`config.mk`:
```
export PLATFORM = sky130hd
export DESIGN_NAME = rpt_skid
export DESIGN_NICKNAME = d
export VERILOG_FILES = /design/src/rtl/rpt_skid.sv
export SDC_FILE = /design/constraint.sdc
export NUM_CORES = 1
export LEC_CHECK = 0
export ABC_AREA = 1
export BUFFER_PORTS_ARGS = -buffer_cell sky130_fd_sc_hd__buf_2
export CORE_UTILIZATION = 51
export CTS_CLUSTER_DIAMETER = 150
export DETAILED_ROUTE_END_ITERATION = 8
export HOLD_SLACK_MARGIN = 0.08
export PLACE_DENSITY = 0.87
export REMOVE_ABC_BUFFERS = 1
export SYNTH_ARGS = -nofsm -noshare
export SYNTH_HDL_FRONTEND = slang
export SYNTH_SLANG_ARGS = --single-unit
```
`constraint.sdc`:
```
create_clock -name clk -period 3.62 [get_ports clk]
set_clock_uncertainty 0.1 [all_clocks]
set_input_delay 0.362 -clock clk [delete_from_list [all_inputs] [get_ports clk]]
set_output_delay 0.362 -clock clk [all_outputs]
set_load 0.03 [all_outputs]
```
`src/rtl/rpt_skid.sv`:
```
`timescale 1ns / 1ps

// Output register with one skid entry; upstream ready comes from a flop.
module rpt_skid #(
    parameter int W = 32
) (
    input  logic         clk,
    input  logic         rst_n,
    input  logic         up_valid,
    output logic         up_ready,
    input  logic [W-1:0] up_data,
    output logic         dn_valid,
    input  logic         dn_ready,
    output logic [W-1:0] dn_data
);

    logic         out_valid_reg;
    logic [W-1:0] out_data_reg;
    logic         skid_valid_reg;
    logic [W-1:0] skid_data_reg;
    logic         push;
    logic         drain;

    assign up_ready = !skid_valid_reg;
    assign push     = up_valid && up_ready;
    assign drain    = dn_ready || !out_valid_reg;

    always_ff @(posedge clk or negedge rst_n)
    begin
        if (!rst_n)
        begin
            out_valid_reg  <= 1'b0;
            skid_valid_reg <= 1'b0;
        end
        else if (drain)
        begin
            out_valid_reg  <= skid_valid_reg || push;
            skid_valid_reg <= 1'b0;
        end
        else if (push)
        begin
            skid_valid_reg <= 1'b1;
        end
    end

    always_ff @(posedge clk)
    begin
        if (drain)
        begin
            out_data_reg <= skid_valid_reg ? skid_data_reg : up_data;
        end
        else if (push)
        begin
            skid_data_reg <= up_data;
        end
    end

    assign dn_valid = out_valid_reg;
    assign dn_data  = out_data_reg;

    a_skid_behind_out: assert property (@(posedge clk) disable iff (!rst_n)
        skid_valid_reg |-> out_valid_reg)
        else $error("skid entry held while output register empty");

endmodule

```
==> key figures <==
STA
  – Relative slew margins: between 40% and 50%
  – Endpoints failing setup: 0
  – Achievable Freq: slightly above 0.5 GHz
  – Tmin final: approximately 2000 ps
  – Final critical-path setup slack: around 1700 ps
  – Count of pins over their slew limit: 0
  – Unrepaired setup endpoints after global routing: no
  – Hold Violations, Final: 0
  – Setup TNS Final: 0 ps
  – Worst-Margin Slew: approximately 860 ps
  – Fin crit share: a little over half

Final layout
  – Final Cell Area: roughly 3000 µm²
  – Nets@finish: just under 300
  – Share of cells above drive strength 1: 38.4%
  – Area grow syn2layout: 21.1%
  – Final Non-Filler Cells: ~330
  – N_diodes: 0

Route
  – Met1 WL: about 1800 µm
  – Drt wl/cell: 12.3 µm
  – Highest metal layer with signal wires: met4
  – Via count: around 1500
  – Final wirelength: 3990 µm
  – Vias per cell: between 4 and 5
  – Iter 0 DRT Violations: 85
  – Routed wl met2: approximately 1900 µm
  – Met3 Wirelength: ~210 µm
  – DRT antenna net count: 0
  – Drt first pass iters: 4
  – DRC violations left: 0

Critical path
  – Crit path depth: 3
  – Max stage delay cell, worst path: nor2_4
  – R2R Path End: skid_data_reg[5]$_DFFE_PP_
  – Crit. End Element: flop
  – Crit Path Max Fanout: 34
  – Worst path bufs/invs: 1
  – CP arrival: ~1800 ps
  – WS Path Type: flop to flop
  – Reg2Reg Depth: 3
  – Reg2reg setup slack: 1660 ps
  – CP delay by family, top: simple AND/OR/NAND/NOR gates
  – Critical path launch point type: flop
  – RR Startpoint: skid_valid_reg$_DFFE_PN0P_
  – Data required, critical path: ~3500 ps
  – Critical path cell sequence: inv_8 > nand2_1 > nor2_4
  – Worst stage delay on the critical path: around 700 ps

Synthesis
  – Top post-synthesis cells by count: nand2_1, edfxtp_1, nand2_2
  – Ranking of synthesized cells by area: edfxtp_1, nand2_1, nand2_2, dfrtp_1, buf_12
  – Post-synth EDFFs: between 60 and 70
  – Cell area after synthesis: ~2500 µm²
  – Predominant post-synthesis flop cell: edfxtp_1
  – Yosys reg bits: 66
  – Ys Warns: 0
  – Syn Area/Cell: around 14 µm²
  – Syn Inst Count: 177
  – Synth unique cells: 10
  – Post-synthesis sequential area ratio: between 70% and 80%
  – Synth area leader: edfxtp_1
  – Most common cell in the netlist: nand2_1
  – Post-synth ARST share: between 3 and 4%
  – Synth top area share: 77.0%

Clock network
  – CTS tree: done
  – Clock Latency Late Sink: roughly 330 ps
  – Worst-path clk slew: approximately 60 ps
  – CTS max path bufs: 2
  – CTS Sinks: 66
  – Root buf cell: clkbuf_8
  – Cts bufs inserted: 9
  – PostCTS Resize Cnt: 0
  – H-tree levels: 3

Die
  – Die Ht: approximately 72 µm
  – Top-Level Pins: 70
  – Initial Util: between 50% and 60%
  – Die width: 72.0 µm
  – Die Footprint: between 5000 and 6000 µm²
  – Core Rows: 25
  – Core area: 4720 µm²

Outcome
  – Status: finished, final reports clean

Placed design
  – Input/output buffers: approximately 70
  – Worst Setup Slack post-DPL: approximately 1600 ps
  – Placed Instances: 308
  – Final HPWL DP: 2500 µm
  – DP Area: around 2900 µm²
  – GP Congestion: between 0.6 and 0.7

Power
  – Pleak: about 1.3 nW
  – PwrDens: around 540 nW/µm²
  – Max IR drop VDD: between 300 and 400 µV

Worst hold path
  – Worst Hold End: skid_data_reg[30]$_DFFE_PP_
  – Worst hold-check path type: primary input to flop
  – WHS Path Cells: 1
  – Hold Path Origin: up_data[30]

Global routing
  – GRT overflow: 0
  – GRT Overall Usage: 17.1%
  – Vias in the first global route: 1416
  – Largest net degree at the start of global routing: 35
  – First-pass GRT wire length: 6290 µm
  – Antenna violations before repair: 0

Job
  – Maxcap violations: 0
cell usage in the layout, fill, tap and decap left out:
master	netlist	layout
buf_2	0	69
buf_4	2	2
nor2_4	0	1
clkinv_2	0	1
nand2_2	15	16
clkbuf_8	0	9
clkinv_1	0	5
dlygate4sd3_1	0	1
nand2_1	84	83
nor2_1	3	2
dfrtp_1	2	2
edfxtp_1	64	64
inv_1	1	1
inv_8	1	1
clkbuf_1	0	1
metrics by stage:
step | hold WS (ps) | total power, mW | utilization, %
5_1_grt | 106 | 1.70 | 64.0
3_5_place_dp | 53.6 | 1.16 | 60.6
6_report | 120 | 1.64 | 64.0
3_3_place_gp | 56.2 | 1.16 | 60.6
2_1_floorplan | -33.6 | 1.08 | -
4_1_cts | 107 | 1.64 | 64.0
routing by layer:
metal  vias to the layer above  GRT usage (%)
met5                         -              0
met4                         0           12.0
met3                        11           5.69
met2                        69           25.6
met1                       670           21.3
li1                        744              -
worst reg2reg max path: stages, from the launching register on:
cell     delay [ps]
dfrtp_1         440
inv_8           230
nand2_1         130
nor2_4          680
worst max path at each step:
stage                          startpoint                           to  slack, ps
2_1_floorplan        dn_valid$_DFFE_PN0P_   skid_data_reg[0]$_DFFE_PP_        310
3_5_place_dp   skid_valid_reg$_DFFE_PN0P_   skid_data_reg[9]$_DFFE_PP_       1630
6_report       skid_valid_reg$_DFFE_PN0P_   skid_data_reg[5]$_DFFE_PP_       1660
5_1_grt        skid_valid_reg$_DFFE_PN0P_  skid_data_reg[16]$_DFFE_PP_       1510
4_1_cts        skid_valid_reg$_DFFE_PN0P_  skid_data_reg[21]$_DFFE_PP_       1620
3_3_place_gp   skid_valid_reg$_DFFE_PN0P_  skid_data_reg[25]$_DFFE_PP_       1700
power by group:
part           leakage, nW  internal (mW)  switching [mW]
combinational        0.591         0.0611           0.162
clock               0.0776          0.235           0.255
sequential           0.641          0.908          0.0139
total                 1.31           1.20           0.431
final cells by class:
type,count,area [µm²]
Sequential cell,66,1970
Fill cell,350,1700
Multi-Input combinational cell,102,430
Timing Repair Buffer,72,370
Clock buffer,10,128
Tap cell,67,83.8
Clock inverter,6,23.8
Inverter,2,15.0
kinds of logic (layout without fill, tap and decap cells):
family / after synthesis / count (layout) / share of synthesized area (%)
buffers and inverters: 9 / 90 / 4.16
flip-flops: 66 / 66 / 79.0
AND/OR/NAND/NOR: 102 / 102 / 16.8
timing repair:
action / CTS / global route
buffers inserted: 0 / 0
hold buffers: 1 / 0
endpoints found under the hold margin: 2 / 0
Power figures use the tool's default switching activity.
