### config.mk
export PLATFORM = sky130hd
export DESIGN_NAME = rpt_div
export DESIGN_NICKNAME = d
export VERILOG_FILES = /design/src/rtl/rpt_pkg.sv /design/src/rtl/rpt_div.sv
export SDC_FILE = /design/constraint.sdc
export NUM_CORES = 2
export LEC_CHECK = 0
export BUFFER_PORTS_ARGS = -buffer_cell sky130_fd_sc_hd__buf_2
export CORE_MARGIN = 10
export CORE_UTILIZATION = 55
export DETAILED_ROUTE_END_ITERATION = 12
export GPL_ROUTABILITY_DRIVEN = 0
export PLACE_DENSITY = 0.78
export SETUP_SLACK_MARGIN = 0.02
export SLEW_MARGIN = 30
export SYNTH_ARGS = -nofsm -noshare
export SYNTH_HDL_FRONTEND = slang
export SYNTH_SLANG_ARGS = --single-unit
export TNS_END_PERCENT = 50
### constraint.sdc
create_clock -name clk -period 8.61 [get_ports clk]
set_clock_uncertainty 0.15 [all_clocks]
set_input_delay 0.4305 -clock clk [delete_from_list [all_inputs] [get_ports clk]]
set_output_delay 0.4305 -clock clk [all_outputs]
set_load 0.01 [all_outputs]
### src/rtl/rpt_pkg.sv
`timescale 1ns / 1ps

package rpt_pkg;

    localparam int SIDE_W        = 8;
    localparam int MIN_SIDES     = 3;
    localparam int SIDES_RESET   = 5;

    // Angles are fractions of a turn with this many fractional bits.
    localparam int ANGLE_BITS    = 32;

    // Vertex and half angle division: one quotient bit per step.
    localparam int DIV_STEPS     = 4;
    localparam int DIV_STAGES    = ANGLE_BITS / DIV_STEPS;
    localparam int REM_W         = SIDE_W + 1;

    // CORDIC datapath: 30 fractional bits plus headroom for gain overshoot.
    localparam int CF_BITS       = 30;
    localparam int CORDIC_W      = CF_BITS + 4;
    localparam int CS_W          = CF_BITS + 2;
    localparam logic signed [CORDIC_W-1:0] CORDIC_X0 = 34'sd652032874;
    localparam logic signed [CORDIC_W-1:0] CF_ONE    = 34'sd1 <<< CF_BITS;
    localparam logic signed [CORDIC_W-1:0] QUARTER   = 34'sd1 <<< (ANGLE_BITS - 2);
    localparam logic signed [CORDIC_W-1:0] HALF_TURN = 34'sd1 <<< (ANGLE_BITS - 1);

    // atan(2^-i) in units of 2^-32 turn.
    function automatic logic signed [CORDIC_W-1:0] atan_turn(input int i);
        logic signed [CORDIC_W-1:0] a;
        case (i)
            0:  a = 34'sd536870912;
            1:  a = 34'sd316933406;
            2:  a = 34'sd167458907;
            3:  a = 34'sd85004756;
            4:  a = 34'sd42667331;
            5:  a = 34'sd21354465;
            6:  a = 34'sd10679838;
            7:  a = 34'sd5340245;
            8:  a = 34'sd2670163;
            9:  a = 34'sd1335087;
            10: a = 34'sd667544;
            11: a = 34'sd333772;
            12: a = 34'sd166886;
            13: a = 34'sd83443;
            14: a = 34'sd41722;
            15: a = 34'sd20861;
            16: a = 34'sd10430;
            17: a = 34'sd5215;
            18: a = 34'sd2608;
            19: a = 34'sd1304;
            20: a = 34'sd652;
            21: a = 34'sd326;
            22: a = 34'sd163;
            23: a = 34'sd81;
            24: a = 34'sd41;
            25: a = 34'sd20;
            26: a = 34'sd10;
            27: a = 34'sd5;
            28: a = 34'sd3;
            29: a = 34'sd1;
            30: a = 34'sd1;
            default: a = '0;
        endcase
        return a;
    endfunction

    function automatic logic signed [CS_W-1:0] sat_cf(input logic signed [CORDIC_W-1:0] v);
        logic signed [CORDIC_W-1:0] r;
        if (v > CF_ONE) begin
            r = CF_ONE;
        end else if (v < -CF_ONE) begin
            r = -CF_ONE;
        end else begin
            r = v;
        end
        return r[CS_W-1:0];
    endfunction

endpackage

### src/rtl/rpt_div.sv
`timescale 1ns / 1ps

// Pipelined restoring division giving round((2k+1)/(2n)) and round(1/(2n)) in turns.
module rpt_div #(
    parameter int SB_W = 16
) (
    input  logic                                clk,
    input  logic                                rst_n,
    input  logic                                en,
    input  logic                                in_valid,
    input  logic [rpt_pkg::SIDE_W-1:0]          side,
    input  logic [rpt_pkg::SIDE_W-1:0]          vidx,
    input  logic [SB_W-1:0]                     in_sb,
    output logic                                out_valid,
    output logic [rpt_pkg::ANGLE_BITS-1:0]      vert,
    output logic [rpt_pkg::ANGLE_BITS-1:0]      half,
    output logic [SB_W-1:0]                     out_sb
);

    localparam int DS = rpt_pkg::DIV_STAGES;
    localparam int SPS = rpt_pkg::DIV_STEPS;
    localparam int AB = rpt_pkg::ANGLE_BITS;
    localparam int RW = rpt_pkg::REM_W;
    localparam int NW = rpt_pkg::SIDE_W;

    logic [RW-1:0] rv_src [DS];
    logic [RW-1:0] rh_src [DS];
    logic [RW-1:0] d_src  [DS];
    logic [AB-1:0] qv_src [DS];
    logic [AB-1:0] qh_src [DS];
    logic [NW-1:0] n_src  [DS];
    logic [SB_W-1:0] sb_src [DS];
    logic          v_src  [DS];

    logic [RW-1:0] rv_reg [DS];
    logic [RW-1:0] rh_reg [DS];
    logic [RW-1:0] d_reg  [DS];
    logic [AB-1:0] qv_reg [DS];
    logic [AB-1:0] qh_reg [DS];
    logic [NW-1:0] n_reg  [DS];
    logic [SB_W-1:0] sb_reg [DS];
    logic          v_reg  [DS];

    logic [RW-1:0] rv_next [DS];
    logic [RW-1:0] rh_next [DS];
    logic [AB-1:0] qv_next [DS];
    logic [AB-1:0] qh_next [DS];

    // The numerators are (2k+1)*2^32 + n and 2^32 + n: the high part seeds the
    // remainder and the 32-bit low part n is shifted in bit by bit.
    assign rv_src[0] = {vidx, 1'b1};
    assign rh_src[0] = RW'(1);
    assign d_src[0]  = {side, 1'b0};
    assign qv_src[0] = '0;
    assign qh_src[0] = '0;
    assign n_src[0]  = side;
    assign sb_src[0] = in_sb;
    assign v_src[0]  = in_valid;

    genvar s;
    generate
        for (s = 1; s < DS; s++) begin : g_link
            assign rv_src[s] = rv_reg[s-1];
            assign rh_src[s] = rh_reg[s-1];
            assign d_src[s]  = d_reg[s-1];
            assign qv_src[s] = qv_reg[s-1];
            assign qh_src[s] = qh_reg[s-1];
            assign n_src[s]  = n_reg[s-1];
            assign sb_src[s] = sb_reg[s-1];
            assign v_src[s]  = v_reg[s-1];
        end

        for (s = 0; s < DS; s++) begin : g_stage
            always_comb begin
                logic [RW-1:0] rv;
                logic [RW-1:0] rh;
                logic [AB-1:0] qv;
                logic [AB-1:0] qh;
                logic [AB-1:0] nx;
                logic [RW:0]   tv;
                logic [RW:0]   th;
                logic          b;
                rv = rv_src[s];
                rh = rh_src[s];
                qv = qv_src[s];
                qh = qh_src[s];
                nx = AB'(n_src[s]);
                for (int t = 0; t < SPS; t++) begin
                    b  = nx[AB-1-(s*SPS+t)];
                    tv = {rv, b};
                    th = {rh, b};
                    if (tv >= {1'b0, d_src[s]}) begin
                        tv = tv - {1'b0, d_src[s]};
                        qv = {qv[AB-2:0], 1'b1};
                    end else begin
                        qv = {qv[AB-2:0], 1'b0};
                    end
                    if (th >= {1'b0, d_src[s]}) begin
                        th = th - {1'b0, d_src[s]};
                        qh = {qh[AB-2:0], 1'b1};
                    end else begin
                        qh = {qh[AB-2:0], 1'b0};
                    end
                    rv = tv[RW-1:0];
                    rh = th[RW-1:0];
                end
                rv_next[s] = rv;
                rh_next[s] = rh;
                qv_next[s] = qv;
                qh_next[s] = qh;
            end

            always_ff @(posedge clk or negedge rst_n)
            begin
                if (!rst_n)
                begin
                    v_reg[s] <= 1'b0;
                end
                else if (en)
                begin
                    v_reg[s] <= v_src[s];
                end
            end

            always_ff @(posedge clk)
            begin
                if (en)
                begin
                    rv_reg[s] <= rv_next[s];
                    rh_reg[s] <= rh_next[s];
                    qv_reg[s] <= qv_next[s];
                    qh_reg[s] <= qh_next[s];
                    d_reg[s]  <= d_src[s];
                    n_reg[s]  <= n_src[s];
                    sb_reg[s] <= sb_src[s];
                end
            end
        end
    endgenerate

    assign out_valid = v_reg[DS-1];
    assign vert      = qv_reg[DS-1];
    assign half      = qh_reg[DS-1];
    assign out_sb    = sb_reg[DS-1];

endmodule

==> flow_metrics.tcl <==
set metrics [dict create \
    status "completed" \
    arrival_ns 8.49 \
    drc 0 \
    via_per_inst 5.90 \
    maxCapViolCount 0 \
    relSlewSlack 0.319 \
    crit_top_cell "ha_1" \
    routedWlPerCell_um 18.0 \
    port_buffers 116 \
    die_height_um 296 \
    slowest_delay_ns 0.44 \
    htreeDepth 3 \
    synth_edf_count 584 \
    grt_pass1_wl_um 152000 \
    setup_viol 0 \
    cts_tree "yes" \
    fp.dieW_um 296 \
    ys_ff_latch 592 \
    holdWs_ns 0.0409 \
    synth-async-reset-ratio 0.0135 \
    overflow 0 \
    synth_warnings 0 \
    place.detailed.hpwl_um 69200 \
    drt_iter0_drc 2205 \
    final_common_cell "edfxtp_1" \
    criticalPathCategory "reg -> reg" \
    hp-class "in -> async" \
    drv_slew 0 \
    grtUsageTotal 0.211 \
    cts_buffer_depth 3 \
    area_delta_synth_final_pct 15.5 \
    drt-total-wl_um 95700 \
    final_layout_size_suffix_gt1_frac 0.197 \
    clk_latency_ns 0.63 \
    crit_fanout 6 \
    synth.avg_cell_area_um2 10.7 \
    clk_pin_slew_ns 0.06 \
    syn-num-nets 4424 \
    antenna_left 0 \
    r2r_cells 33 \
    fin_nets 4813 \
    syn_inst 3901 \
    grt_pass1_vias 30200 \
    yosys.area.top_type_share 0.419 \
    synth_seq_area_share 0.423 \
    tightestPinTransition_ns 1.02 \
    post-place-ws_ns -0.0557 \
    synth.area.top_cells "edfxtp_1, ha_1, mux2_2" \
    setup_ws_ns 0.330 \
    timing.fmax_mhz 121 \
    antenna_found_initial 1 \
    core_area_mm2 0.0757 \
    dr.pass1.iters 6 \
    synth_cell_type_count 97 \
    ys.flop_type "edfxtp_1" \
    rows 101 \
    start_kind "flop" \
    layout.cells.non_filler 5320 \
    dieArea_mm2 0.0876 \
    cts_sinks 592 \
    n_antenna_cell 0 \
    synth_top_area_cell "edfxtp_1" \
    synth_area_mm2 0.0419 \
    numCtsBuffers 67 \
    initial_core_util 0.554 \
    hold_viol 0 \
    fin_tns_setup_ns 0 \
    slowest_stage "edfxtp_1" \
    fin_crit_ns 8.28 \
    grt_max_degree 201 \
    dp_cells 5129 \
    vias 31400 \
    clockRootBuffer "clkbuf_16" \
    cp.required_ns 8.82 \
    io_pins 117 \
    end_kind "flop" \
    layout_common_cells "edfxtp_1, ha_1, a21oi_1" \
    min_period_over_period 0.962 \
]
stage by stage:
step	utilization	instance area, um2
3_3_place_gp	0.595	45000
6_report	0.639	48400
3_5_place_dp	0.595	45000
2_1_floorplan	-	42000
4_1_cts	0.629	47600
5_1_grt	0.639	48400
Yosys cell counts, types with 13 or more instances:
| cell | n |
|---|---|
| xnor2_1 | 196 |
| fa_1 | 25 |
| or2_2 | 26 |
| nand4_1 | 25 |
| mux2_2 | 219 |
| a31oi_1 | 38 |
| nor2b_1 | 92 |
| nor2_1 | 279 |
| a41o_1 | 17 |
| o31a_1 | 17 |
| o21ai_0 | 237 |
| o21a_1 | 87 |
| mux2i_1 | 36 |
| nand2b_1 | 62 |
| edfxtp_1 | 584 |
| or3_1 | 23 |
| a21oi_1 | 289 |
| nor3_1 | 106 |
| ha_1 | 462 |
| a21boi_0 | 20 |
| a21o_1 | 78 |
| o21bai_1 | 23 |
| nand3_1 | 38 |
| and4_1 | 14 |
| a211oi_1 | 13 |
| clkbuf_1 | 42 |
| buf_4 | 18 |
| and3_1 | 41 |
| o31ai_1 | 32 |
| o211ai_1 | 18 |
| xor2_1 | 87 |
| a221o_1 | 13 |
| nand2_1 | 207 |
| inv_1 | 213 |
| and2_1 | 28 |
routing by layer:
metal  part of all wire  global-route usage  wire (um)  vias to the layer above
met5            0.00013                   0         12                        -
met4              0.030              0.0735       2890                        2
met3              0.063              0.0337       6010                      212
met2               0.47               0.347      44500                      973
met1               0.44               0.279      42200                    14800
li1                   -                   -          -                    15400
cell type report:
| type | instances | area (um2) |
|---|---|---|
| Timing Repair Buffer | 393 | 2800 |
| Clock inverter | 41 | 510 |
| Clock buffer | 80 | 1770 |
| Multi-Input combinational cell | 3014 | 23500 |
| Sequential cell | 592 | 17700 |
| Tap cell | 978 | 1220 |
| Inverter | 222 | 865 |
| Fill cell | 5730 | 27300 |
path summary, 6_finish.rpt:
path	slack, ns	from	endpoint
worst min-delay path	0.04	rst_n	v_reg[6]
min in group clk	0.17	side[0]	d_reg[0][1]
max in group asynchronous	8.10	rst_n	v_reg[1]
worst max register to register	0.33	n_reg[4][1]	rv_reg[5][3]
worst max-delay path	0.33	n_reg[4][1]	rv_reg[5][3]
worst min register to register	0.26	sb_reg[0][19]	sb_reg[0][35]
repair_timing:
action / 4_1_cts / 5_1_grt
gates cloned: 0 / 1
pin swaps: 0 / 31
hold buffers: 25 / 0
setup endpoints to repair: 16 / 123
buffers inserted: 2 / 41
resized for setup: 4 / 137
hold endpoints to repair: 32 / 0
worst max-delay path: cells and delay by family (launching register included):
family	cells	cell delay, ns
AO/OA/AOI/OAI	17	3.45
adder cells (fa/ha/maj)	5	1.48
buffers and inverters	1	0.14
flip-flops	1	0.44
multiplexers	3	1.07
AND/OR/NAND/NOR	7	1.29
logic make-up after synthesis:
| kind of cell | share of synthesized area |
|---|---|
| DFF | 0.423 |
| AOI/OAI and AO/OA | 0.153 |
| xor gates and xnor gates | 0.0592 |
| buffers and inverters | 0.0285 |
| and+or+nand+nor | 0.116 |
| muxes | 0.0700 |
| adders and majority gates | 0.150 |
Power is not shown: default switching activity piles up to over one toggle a cycle in this logic, so the estimate is an artifact.
